<file path="config.mk">
export PLATFORM = sky130hd
export DESIGN_NAME = particle_sensor_frame_parser_flat
export DESIGN_NICKNAME = d
export VERILOG_FILES = /design/src/rtl/core/psfp_pkg.sv /design/src/rtl/core/psfp_byte_if.sv /design/src/rtl/core/psfp_result_if.sv /design/src/rtl/core/psfp_input_stage.sv /design/src/rtl/core/psfp_frame_engine.sv /design/src/rtl/core/psfp_result_reg.sv /design/src/rtl/core/particle_sensor_frame_parser.sv /design/src/flat_wrapper.sv
export SDC_FILE = /design/constraint.sdc
export NUM_CORES = 1
export LEC_CHECK = 0
export ABC_AREA = 0
export BUFFER_PORTS_ARGS = -buffer_cell sky130_fd_sc_hd__clkbuf_2
export CAP_MARGIN = 15
export CORE_UTILIZATION = 26
export DETAILED_ROUTE_END_ITERATION = 7
export PLACE_DENSITY_LB_ADDON = 0.2
export SLEW_MARGIN = 10
export SYNTH_ARGS = -nofsm -noshare
export SYNTH_HDL_FRONTEND = slang
export SYNTH_SLANG_ARGS = --single-unit
</file>
<file path="constraint.sdc">
create_clock -name clk -period 7.75 [get_ports clk]
set_clock_uncertainty 0.15 [all_clocks]
set_input_delay 0.775 -clock clk [delete_from_list [all_inputs] [get_ports clk]]
set_output_delay 0.775 -clock clk [all_outputs]
set_load 0.03 [all_outputs]
</file>
<file path="src/rtl/core/psfp_pkg.sv">
package psfp_pkg;

	localparam logic [7:0] HDR_FIRST  = 8'h42;
	localparam logic [7:0] HDR_SECOND = 8'h4D;
	localparam logic [15:0] SUM_HDR   = 16'(HDR_FIRST) + 16'(HDR_SECOND);

	localparam int NUM_VALUES = 6;

	localparam logic [4:0] POS_LEN_HI    = 5'd2;
	localparam logic [4:0] POS_LEN_LO    = 5'd3;
	localparam logic [4:0] POS_VAL_FIRST = 5'd4;
	localparam logic [4:0] POS_VAL_LAST  = 5'd15;
	localparam logic [4:0] POS_CKSUM_HI  = 5'd30;
	localparam logic [4:0] POS_LAST      = 5'd31;

	typedef enum logic [1:0] {
		PH_HUNT    = 2'd0,
		PH_SECOND  = 2'd1,
		PH_COLLECT = 2'd2
	} phase_t;

	typedef struct packed {
		logic [15:0] frame_length;
		logic [15:0] pm1_standard;
		logic [15:0] pm2p5_standard;
		logic [15:0] pm10p0_standard;
		logic [15:0] pm1_env;
		logic [15:0] pm2p5_env;
		logic [15:0] pm10p0_env;
		logic        checksum_ok;
	} result_t;

	typedef struct packed {
		logic       valid;
		logic [7:0] rx_byte;
	} stage_t;

	typedef struct packed {
		logic    frame_end;
		result_t result;
	} engine_out_t;

endpackage

</file>
<file path="src/rtl/core/psfp_byte_if.sv">
interface psfp_byte_if;
	logic       valid;
	logic       ready;
	logic [7:0] rx_byte;

	modport source (output valid, output rx_byte, input ready);
	modport sink (input valid, input rx_byte, output ready);
endinterface

</file>
<file path="src/rtl/core/psfp_result_if.sv">
interface psfp_result_if;
	logic        valid;
	logic        ready;
	logic [15:0] frame_length;
	logic [15:0] pm1_standard;
	logic [15:0] pm2p5_standard;
	logic [15:0] pm10p0_standard;
	logic [15:0] pm1_env;
	logic [15:0] pm2p5_env;
	logic [15:0] pm10p0_env;
	logic        checksum_ok;

	modport source (
		output valid, output frame_length, output pm1_standard, output pm2p5_standard,
		output pm10p0_standard, output pm1_env, output pm2p5_env, output pm10p0_env,
		output checksum_ok, input ready
	);
	modport sink (
		input valid, input frame_length, input pm1_standard, input pm2p5_standard,
		input pm10p0_standard, input pm1_env, input pm2p5_env, input pm10p0_env,
		input checksum_ok, output ready
	);
endinterface

</file>
<file path="src/rtl/core/psfp_input_stage.sv">
module psfp_input_stage (
	input  logic              clk,
	input  logic              arst_n,
	psfp_byte_if.sink         rx,
	input  logic              advance,
	output psfp_pkg::stage_t  stage
);

	logic       valid_s1;
	logic [7:0] byte_s1;

	// stage is free when empty or when its byte is consumed this cycle
	assign rx.ready = !valid_s1 || advance;

	always_ff @(posedge clk or negedge arst_n) begin
		if (!arst_n) begin
			valid_s1 <= 1'b0;
		end else if (rx.ready) begin
			valid_s1 <= rx.valid;
		end
	end

	always_ff @(posedge clk) begin
		if (rx.ready && rx.valid) begin
			byte_s1 <= rx.rx_byte;
		end
	end

	assign stage.valid   = valid_s1;
	assign stage.rx_byte = byte_s1;

endmodule

</file>
<file path="src/rtl/core/psfp_frame_engine.sv">
module psfp_frame_engine (
	input  logic                   clk,
	input  logic                   arst_n,
	input  psfp_pkg::stage_t       stage,
	input  logic                   take,
	output psfp_pkg::engine_out_t  eng
);

	psfp_pkg::phase_t phase_q;
	logic [4:0]  pos_q;
	logic [15:0] sum_q;
	logic [15:0] length_q;
	logic [7:0]  cksum_hi_q;
	logic [15:0] pending_q [psfp_pkg::NUM_VALUES];
	logic [15:0] published_q [psfp_pkg::NUM_VALUES];

	logic [7:0]  b;
	logic        in_values;
	logic [4:0]  val_off;
	logic [2:0]  val_idx;
	logic        ok;
	logic [15:0] rep [psfp_pkg::NUM_VALUES];

	always_comb begin
		b         = stage.rx_byte;
		in_values = (pos_q >= psfp_pkg::POS_VAL_FIRST) && (pos_q <= psfp_pkg::POS_VAL_LAST);
		val_off   = pos_q - psfp_pkg::POS_VAL_FIRST;
		val_idx   = val_off[3:1];
		// low checksum byte is the current byte at the last position
		ok        = (sum_q == {cksum_hi_q, b});
		for (int i = 0; i < psfp_pkg::NUM_VALUES; i++) begin
			rep[i] = ok ? pending_q[i] : published_q[i];
		end
		eng.frame_end                  = stage.valid && (phase_q == psfp_pkg::PH_COLLECT)
			&& (pos_q == psfp_pkg::POS_LAST);
		eng.result.frame_length    = length_q;
		eng.result.pm1_standard    = rep[0];
		eng.result.pm2p5_standard  = rep[1];
		eng.result.pm10p0_standard = rep[2];
		eng.result.pm1_env         = rep[3];
		eng.result.pm2p5_env       = rep[4];
		eng.result.pm10p0_env      = rep[5];
		eng.result.checksum_ok     = ok;
	end

	always_ff @(posedge clk or negedge arst_n) begin
		if (!arst_n) begin
			phase_q  <= psfp_pkg::PH_HUNT;
			pos_q    <= '0;
			sum_q    <= '0;
			length_q <= '0;
			cksum_hi_q <= '0;
			for (int i = 0; i < psfp_pkg::NUM_VALUES; i++) begin
				published_q[i] <= '0;
			end
		end else if (take) begin
			case (phase_q)
				psfp_pkg::PH_SECOND: begin
					if (b == psfp_pkg::HDR_SECOND) begin
						phase_q <= psfp_pkg::PH_COLLECT;
						pos_q   <= psfp_pkg::POS_LEN_HI;
						sum_q   <= psfp_pkg::SUM_HDR;
					end else begin
						phase_q <= psfp_pkg::PH_HUNT;
					end
				end
				psfp_pkg::PH_COLLECT: begin
					if (pos_q < psfp_pkg::POS_CKSUM_HI) begin
						sum_q <= sum_q + 16'(b);
					end
					if (pos_q == psfp_pkg::POS_LEN_HI) begin
						length_q[15:8] <= b;
					end
					if (pos_q == psfp_pkg::POS_LEN_LO) begin
						length_q[7:0] <= b;
					end
					if (pos_q == psfp_pkg::POS_CKSUM_HI) begin
						cksum_hi_q <= b;
					end
					if (pos_q == psfp_pkg::POS_LAST) begin
						phase_q <= psfp_pkg::PH_HUNT;
						pos_q   <= '0;
						if (ok) begin
							for (int i = 0; i < psfp_pkg::NUM_VALUES; i++) begin
								published_q[i] <= pending_q[i];
							end
						end
					end else begin
						pos_q <= pos_q + 5'd1;
					end
				end
				default: begin
					// unused phase code behaves as hunting
					phase_q <= (b == psfp_pkg::HDR_FIRST) ? psfp_pkg::PH_SECOND
						: psfp_pkg::PH_HUNT;
				end
			endcase
		end
	end

	// this frame's concentrations, all rewritten before frame end
	always_ff @(posedge clk) begin
		if (take && (phase_q == psfp_pkg::PH_COLLECT) && in_values) begin
			for (int i = 0; i < psfp_pkg::NUM_VALUES; i++) begin
				if (val_idx == 3'(i)) begin
					if (!pos_q[0]) begin
						pending_q[i][15:8] <= b;
					end else begin
						pending_q[i][7:0] <= b;
					end
				end
			end
		end
	end

endmodule

</file>
<file path="src/rtl/core/psfp_result_reg.sv">
module psfp_result_reg (
	input  logic              clk,
	input  logic              arst_n,
	input  logic              load,
	input  psfp_pkg::result_t result,
	output logic              free,
	psfp_result_if.source     res
);

	logic              valid_q;
	psfp_pkg::result_t res_q;

	assign free = !valid_q || res.ready;

	always_ff @(posedge clk or negedge arst_n) begin
		if (!arst_n) begin
			valid_q <= 1'b0;
		end else if (load) begin
			valid_q <= 1'b1;
		end else if (res.ready) begin
			valid_q <= 1'b0;
		end
	end

	always_ff @(posedge clk) begin
		if (load) begin
			res_q <= result;
		end
	end

	assign res.valid           = valid_q;
	assign res.frame_length    = res_q.frame_length;
	assign res.pm1_standard    = res_q.pm1_standard;
	assign res.pm2p5_standard  = res_q.pm2p5_standard;
	assign res.pm10p0_standard = res_q.pm10p0_standard;
	assign res.pm1_env         = res_q.pm1_env;
	assign res.pm2p5_env       = res_q.pm2p5_env;
	assign res.pm10p0_env      = res_q.pm10p0_env;
	assign res.checksum_ok     = res_q.checksum_ok;

endmodule

</file>
<file path="src/rtl/core/particle_sensor_frame_parser.sv">
// a result is registered in the result register after the input register takes the request carrying frame byte 31
// throughput: one byte per cycle; the input register frees up every cycle and only
//   holds when a frame ends while the previous result still waits at the output
// reset (arst_n low, asynchronous): parser hunts for the first header byte, sums, length
//   and checksum captures and published concentrations are zero, both register stages empty
module particle_sensor_frame_parser (
	input  logic          clk,
	input  logic          arst_n,
	psfp_byte_if.sink     rx,
	psfp_result_if.source res
);

	psfp_pkg::stage_t      stage;
	psfp_pkg::engine_out_t eng;
	logic                  out_free;
	logic                  advance;

	// the registered byte moves on unless it ends a frame and the output is still full
	assign advance = stage.valid && (!eng.frame_end || out_free);

	// input register: one received byte per request
	psfp_input_stage u_input (
		.clk     (clk),
		.arst_n  (arst_n),
		.rx      (rx),
		.advance (advance),
		.stage   (stage)
	);

	// header hunt, byte counter, running sum and field captures
	psfp_frame_engine u_engine (
		.clk    (clk),
		.arst_n (arst_n),
		.stage  (stage),
		.take   (advance),
		.eng    (eng)
	);

	// result register, loaded once per completed frame
	psfp_result_reg u_result (
		.clk    (clk),
		.arst_n (arst_n),
		.load   (advance && eng.frame_end),
		.result (eng.result),
		.free   (out_free),
		.res    (res)
	);

endmodule
</file>
<file path="src/flat_wrapper.sv">
// flat-port wrapper written by rule: the top's interface ports become plain ports
module particle_sensor_frame_parser_flat 
  (clk, arst_n, rx_valid, rx_rx_byte, rx_ready, res_valid, res_frame_length, res_pm1_standard, res_pm2p5_standard, res_pm10p0_standard, res_pm1_env, res_pm2p5_env, res_pm10p0_env, res_checksum_ok, res_ready);
  psfp_byte_if rx_i ();
  psfp_result_if res_i ();
  input  logic clk;
  input  logic arst_n;
  input wire logic [$bits(rx_i.valid)-1:0] rx_valid;
  input wire logic [$bits(rx_i.rx_byte)-1:0] rx_rx_byte;
  output wire logic [$bits(rx_i.ready)-1:0] rx_ready;
  output wire logic [$bits(res_i.valid)-1:0] res_valid;
  output wire logic [$bits(res_i.frame_length)-1:0] res_frame_length;
  output wire logic [$bits(res_i.pm1_standard)-1:0] res_pm1_standard;
  output wire logic [$bits(res_i.pm2p5_standard)-1:0] res_pm2p5_standard;
  output wire logic [$bits(res_i.pm10p0_standard)-1:0] res_pm10p0_standard;
  output wire logic [$bits(res_i.pm1_env)-1:0] res_pm1_env;
  output wire logic [$bits(res_i.pm2p5_env)-1:0] res_pm2p5_env;
  output wire logic [$bits(res_i.pm10p0_env)-1:0] res_pm10p0_env;
  output wire logic [$bits(res_i.checksum_ok)-1:0] res_checksum_ok;
  input wire logic [$bits(res_i.ready)-1:0] res_ready;
  assign rx_i.valid = rx_valid;
  assign rx_i.rx_byte = rx_rx_byte;
  assign rx_ready = rx_i.ready;
  assign res_valid = res_i.valid;
  assign res_frame_length = res_i.frame_length;
  assign res_pm1_standard = res_i.pm1_standard;
  assign res_pm2p5_standard = res_i.pm2p5_standard;
  assign res_pm10p0_standard = res_i.pm10p0_standard;
  assign res_pm1_env = res_i.pm1_env;
  assign res_pm2p5_env = res_i.pm2p5_env;
  assign res_pm10p0_env = res_i.pm10p0_env;
  assign res_checksum_ok = res_i.checksum_ok;
  assign res_i.ready = res_ready;
  particle_sensor_frame_parser u_core (.clk(clk), .arst_n(arst_n), .rx(rx_i), .res(res_i));
endmodule
</file>
=== After elaboration in Yosys (flattened, before gate mapping) ===
Memory sizes are Yosys's and may differ from the RTL's.
Cells that the tools add are included.

* Add/sub/neg operators: 3
* Order comparisons: 3
* Equality and inequality tests: 17
* Mux-type cells: 71
* Reduce and logical (&&, ||, !) cells: 29

{| class="wikitable"
|+ Operators by type and width
! operator !! number
|-
| $mux W16 || 13
|-
| $reduce_or A16 Y1 || 5
|-
| $mux W1 || 41
|-
| $pmux W16 S2 || 1
|-
| $add A16 B8 Y16 || 1
|-
| $eq A16 B16 Y1 || 1
|-
| $eq A8 B7 Y1 const B || 2
|-
| $mux W3 || 5
|-
| $mux W2 || 7
|-
| $reduce_and A3 Y1 || 4
|-
| $eq A5 B2 Y1 const B || 2
|-
| $eq A5 B5 Y1 const B || 2
|-
| $mux W5 || 2
|-
| $pmux W5 S2 || 1
|-
| $logic_and A1 B1 Y1 || 8
|-
| $reduce_and A4 Y1 || 2
|-
| $eq A3 B2 Y1 const B || 2
|-
| $eq A3 B3 Y1 const B || 2
|-
| $add A5 B1 Y5 const B || 1
|-
| $ge A5 B3 Y1 const B || 1
|-
| $le A5 B4 Y1 const B || 1
|-
| $lt A5 B5 Y1 const B || 1
|-
| $ne A2 B1 Y1 const B || 2
|-
| $pmux W2 S2 || 1
|-
| other kinds (10) || 15
|}

* Bits in registers: 266
* Memory bits (writable): 96
* Input bits: 12
* Output and inout bits: 115
* Logic and storage cells: 147
* Memories kept: 1

{| class="wikitable"
|+ Memory list
! memory !! words !! width !! rd ports !! clocked after Yosys merged registers in !! write ports !! RTL line !! source
|-
| u_core.u_engine.pending_q || 6 || 16 || 6 || 0 || 1 || psfp_frame_engine.sv:14 || <nowiki>logic [15:0] pending_q [psfp_pkg::NUM_VALUES];</nowiki>
|}

=== Logic depth before layout (Yosys ltp) ===
* Word-level depth: 16
* Gate-level depth with buffers: 9
* Mapped depth without buffers: 8

=== Hierarchy ===
A second synthesis with hierarchy kept.

* Cells, all modules: 811
* Area total of the unflattened synthesis: 14,112.3 µm²

{| class="wikitable"
|+ Modules (own cells, without submodules)
! module !! times used !! cells an instance !! area each (µm²) !! sequential area each (µm²)
|-
| psfp_frame_engine || 1 || 679 || 10,351.2 || 6,461.2
|-
| psfp_result_reg || 1 || 116 || 3,440.8 || 3,418.3
|-
| psfp_input_stage || 1 || 13 || 301.5 || 265.3
|-
| particle_sensor_frame_parser || 1 || 3 || 18.8 || 0.0
|}

=== Worst setup path after synthesis ===
Ideal clock, no wire load.

* Kind: flip-flop to flip-flop
* Start point: register u_core.u_engine.pos_q[1]
* End point: register u_core.u_engine.published_q[74] (netlist bit), read port of u_core.u_engine.pending_q
* Library setup time: 128 ps
* Arrival time: 7,477 ps
* Data required time: 7,472 ps
* Path slack: -5 ps
* Stages on the path, launching flop included: 10
* Buffers on the path: 2
* Period minus slack after synthesis: 7,755 ps
* Cell sequence: dfrtp_1 -> ha_1 -> and2_1 -> ha_1 -> nand3_1 -> nor2_1 -> nand2_1 -> buf_2 -> buf_2 -> mux2_1

* Word-level cells in the longest chain between the ends: 6

{| class="wikitable"
|+ RTL lines
! item !! RTL line !! source
|-
| start: declaration || psfp_frame_engine.sv:10 || <nowiki>logic [4:0] pos_q;</nowiki>
|-
| start signal: assignment || psfp_frame_engine.sv:61 || <nowiki>pos_q <= psfp_pkg::POS_LEN_HI;</nowiki>
|-
| start signal: assignment || psfp_frame_engine.sv:89 || <nowiki>pos_q <= pos_q + 5'd1;</nowiki>
|-
| $eq A5 B5 Y1 * || psfp_frame_engine.sv:35, psfp_frame_engine.sv:80 ||
|-
| $logic_and A1 B1 Y1 || psfp_frame_engine.sv:35 || <nowiki>&& (pos_q == psfp_pkg::POS_LAST);</nowiki>
|-
| $logic_not A1 Y1 || particle_sensor_frame_parser.sv:19 || <nowiki>assign advance = stage.valid && (!eng.frame_end || out_free);</nowiki>
|-
| $logic_or A1 B1 Y1 || particle_sensor_frame_parser.sv:19 ||
|-
| $logic_and A1 B1 Y1 || particle_sensor_frame_parser.sv:19 ||
|-
| $reduce_and A4 Y1 (no line) * || -- ||
|-
| end: declaration || psfp_frame_engine.sv:15 || <nowiki>logic [15:0] published_q [psfp_pkg::NUM_VALUES];</nowiki>
|}

Mark *: on every way between the ends. The rest lies on a longest branch, timed or not.
A chain may end at the register's enable or synchronous reset.

=== Worst setup path in the final report ===
* Start point: register u_core.u_input.byte_s1[5]
* End point: register u_core.u_engine.published_q[86] (netlist bit), read port of u_core.u_engine.pending_q

* Word-level cells in the longest chain between the ends: 2

{| class="wikitable"
|+ RTL lines
! item !! RTL line !! source
|-
| start: declaration || psfp_input_stage.sv:10 || <nowiki>logic [7:0] byte_s1;</nowiki>
|-
| start signal: assignment || psfp_input_stage.sv:25 || <nowiki>byte_s1 <= rx.rx_byte;</nowiki>
|-
| $eq A16 B16 Y1 || psfp_frame_engine.sv:30 || <nowiki>ok = (sum_q == {cksum_hi_q, b});</nowiki>
|-
| $reduce_and A4 Y1 (no line) || -- ||
|}

Every way passes these cells.

==> flow_metrics.env <==
export IMPL_power_report_internal_total_mw=3.32
export IMPL_first_pass_iters=6
export IMPL_drive_gt1_share_pct=37.7
export IMPL_netlist_area_um2=14100
export IMPL_finalCriticalPeriod_ns=4.57
export IMPL_netSwitchingPower_mw=0.857
export IMPL_timing_critical_path_slowest_stage_cell="edfxtp_1"
export IMPL_final_max_slew_violation_count=0
export IMPL_detailroute_via_count=7398
export IMPL_stdcell_area_um2=17000
export IMPL_count_of_different_cell_masters_after_synthesis=55
export IMPL_global_route_wire_length_before_repair_um=50000
export IMPL_critPathKind="reg -> reg"
export IMPL_floorplan_die_width_um=235
export IMPL_number_of_enable_type_register_cells_in_the_synthesized_netlist=217
export IMPL_cp_slowest_stage_delay_ns=1.02
export IMPL_synth_top_area_cell="edfxtp_1"
export IMPL_number_of_instances_in_the_placed_design=1633
export IMPL_track_usage_pct=12.0
export IMPL_worstHoldPathType="in -> async"
export IMPL_synth_fp_nets=857
export IMPL_initial_utilization_pct=26.3
export IMPL_grt_max_degree=77
export IMPL_vdd_drop_max_mv=0.113
export IMPL_hold_buffers=0
export IMPL_port_buffers=126
export IMPL_gp_routability_congestion=0.775
export IMPL_max_clock_freq_mhz=219
export IMPL_dominant_cell_by_count_in_the_synthesized_netlist="edfxtp_1"
export IMPL_cts_bufs_inserted=41
export IMPL_clock_power_share_pct=48.2
export IMPL_area_growth_synth_to_final_pct=20.5
export IMPL_postSynthCellCount=826
export IMPL_totalWireLength_um=32700
export IMPL_synth_area_top_cells="edfxtp_1 (46%), dfrtp_1 (26%), mux2_2 (14%)"
export IMPL_core_um2=53700
export IMPL_synth_top_area_share_pct=46.1
export IMPL_power_leakage_nw=7.37
export IMPL_route_antenna_remaining_nets=0
export IMPL_die_height_um=235
export IMPL_finish_net_count=1011
export IMPL_drt_drc_violations_left=0
export IMPL_crit_path_end_kind="flip-flop"
export IMPL_vias_per_cell=4.33
export IMPL_worst_ep_arrival_time_ns=4.83
export IMPL_async_flop_share_pct=40.1
export IMPL_clk_pin_slew_ns=0.06
export IMPL_cts_tree="yes"
export IMPL_die_area_um2=55300
export IMPL_worst_path_max_fanout=54
export IMPL_rsz0062_at_grt="false"
export IMPL_finalHoldViolations=0
export IMPL_yosys_warnings=0
export IMPL_worst_pin_slew_ns=1.03
export IMPL_timing_reg2reg_setup_slack_ns=3.18
export IMPL_floorplan_io_pins=127
export IMPL_sw_ratio_pct=20.5
export IMPL_hpwlAfterDp_um=18900
export IMPL_finalNonFillerCells=1709
export IMPL_comb_power_share_pct=2.2
export IMPL_synth_yosys_seq_area_share_pct=71.8
export IMPL_clockBufferDepth=3
export IMPL_drv_max_cap_violation_count=0
export IMPL_crit_reg2reg_launch="u_core.u_input.byte_s1[5]"
export IMPL_syn_avg_cell_area_um2=17.1
export IMPL_outcome="finished, final reports clean"
export IMPL_synth_common_cells="edfxtp_1 (217), mux2_2 (178), dfrtp_1 (145), mux2_1 (40), nand2_1 (32)"
export IMPL_cp_required_ns=8.02
export IMPL_cts_root_buf="clkbuf_16"
export IMPL_antenna_cells=0
export IMPL_rows=85
export IMPL_synthFlopType="edfxtp_1"
export IMPL_power_sequential_fraction_pct=49.6
export IMPL_timing_setup_tns_ns=0
export IMPL_layout_worst_path_cycle_share_pct=58.9
export IMPL_wl_per_cell_um=19.1
export IMPL_post_synthesis_sequential_element_count=362
export IMPL_first_global_vias=7837
export IMPL_place_area_um2=15600
export IMPL_ctsResizeCount=0
export IMPL_clock_sink_count=362
export IMPL_clk_insertion_delay_late_ns=0.55
export IMPL_post_cts_setup_buffer_count=0
export IMPL_r2r_end="u_core.u_engine.published_q[86]"
export IMPL_antenna_violations_before_repair=1
export IMPL_htreeDepth=2
export IMPL_grt_overflow_total=0
export IMPL_worst_path_most_repeated_cell="buf_4"
export IMPL_finalSetupViolCount=0
export IMPL_max_slew_margin_rel_pct=31.4
export IMPL_detail_route_iter0_violations=544
export IMPL_worst_r2r_path_depth=8
export IMPL_crit_path_start_kind="flip-flop"
export IMPL_path_cells="ha_1, nor4_1, nand4_1, nor4_4, buf_4, nand2_4, buf_4, mux2_1"
export IMPL_power_density_cell_area_nw_per_um2=245
## routing by layer
metal | wire length (um) | GRT usage (%) | up-vias
met5 | 0 | 0 | -
met4 | 714 | 3.93 | 0
met3 | 1480 | 3.04 | 49
met2 | 15000 | 18.6 | 132
met1 | 15400 | 16.4 | 3791
li1 | - | - | 3426
## stage by stage
stage	hold slack [ns]	utilization (%)	total power, mW	setup slack, ns
floorplan	0.269	-	2.15	2.09
global placement	0.277	29.1	2.21	2.85
detailed placement	0.279	29.1	2.21	2.93
CTS	0.167	31.7	4.26	2.92
global route	0.187	31.7	4.34	2.81
finish	0.138	31.7	4.18	3.18
## registers in the layout, indices dropped and copies added, names as in the netlist
register	count
u_core.u_engine.phase_q	2
u_core.u_result.res.pm10p0_standard	16
u_core.u_result.res.pm10p0_env	16
u_core.u_engine.pending_q	96
u_core.u_engine.published_q	96
u_core.u_input.valid_s1	1
u_core.u_engine.sum_q	16
u_core.u_result.res.pm2p5_env	16
u_core.u_result.res.valid	1
u_core.u_engine.pos_q	5
u_core.u_engine.length_q	16
u_core.u_result.res.checksum_ok	1
u_core.u_engine.cksum_hi_q	8
u_core.u_input.byte_s1	8
u_core.u_result.res.frame_length	16
u_core.u_result.res.pm2p5_standard	16
u_core.u_result.res.pm1_env	16
u_core.u_result.res.pm1_standard	16
## kinds of logic after synthesis
kind of cell / Yosys count / synth area share [%]
XOR/XNOR: 13 / 0.806
AND/OR/NAND/NOR: 109 / 4.03
adder cells (fa/ha/maj): 19 / 1.74
AO/OA/AOI/OAI: 59 / 2.83
flip-flops: 362 / 71.8
buffers and inverters: 45 / 1.34
multiplexers: 219 / 17.4
## power by group through the flow
stage / clock, mW / combinational (mW) / sequential, mW
5_1_grt: 2.17 / 0.104 / 2.07
3_5_place_dp: 0 / 0.0956 / 2.11
6_report: 2.01 / 0.0919 / 2.07
4_1_cts: 2.09 / 0.0957 / 2.07
3_3_place_gp: 0 / 0.0960 / 2.11
2_1_floorplan: 0 / 0.0425 / 2.10
## critical path, delay by kind of cell (launching register included)
| kind | cells | cell delay (ns) |
|---|---|---|
| flip-flops | 1 | 1.02 |
| multiplexers | 1 | 0.42 |
| adder cells (fa/ha/maj) | 1 | 0.47 |
| AND/OR/NAND/NOR | 4 | 1.23 |
| buffers and inverters | 2 | 1.06 |
## area by class of cell
class	count	area [um^2]
clock buffers	63	1210
well taps	696	871
fillers	5216	36700
inverters	16	60.1
multi-input cells	419	3810
repair buffers	140	742
clock inverters	13	188
flip-flops and latches	362	10100
## how the worst max path moves through the flow
stage | from | to | slack [ns] | cells past startpoint
floorplan | u_core.u_engine.pos_q[1] | u_core.u_engine.published_q[74] | 2.09 | 9
global route | u_core.u_input.byte_s1[6] | u_core.u_engine.published_q[74] | 2.81 | 8
global placement | u_core.u_input.byte_s1[6] | u_core.u_engine.published_q[75] | 2.85 | 8
detailed placement | u_core.u_input.byte_s1[6] | u_core.u_engine.published_q[64] | 2.93 | 8
CTS | u_core.u_input.byte_s1[6] | u_core.u_engine.published_q[89] | 2.92 | 8
finish | u_core.u_input.byte_s1[5] | u_core.u_engine.published_q[86] | 3.18 | 8
## cells in the final DEF, fill, tap and decap left out, types with 5 or more instances in the layout
cell type,instances
mux2_2,178
a21oi_1,17
nand3_1,12
nor3_1,7
clkinv_1,5
inv_1,16
dfrtp_1,145
bufinv_16,5
mux2_1,40
xnor2_1,6
nand2_1,31
nor2_1,20
xor2_1,7
o21ai_0,9
clkbuf_16,43
a21o_1,6
ha_1,18
nand4_1,9
clkbuf_2,125
clkbuf_1,14
edfxtp_1,217
clkbuf_8,6
buf_4,14
Note: power is estimated with default switching activity, not from simulation.
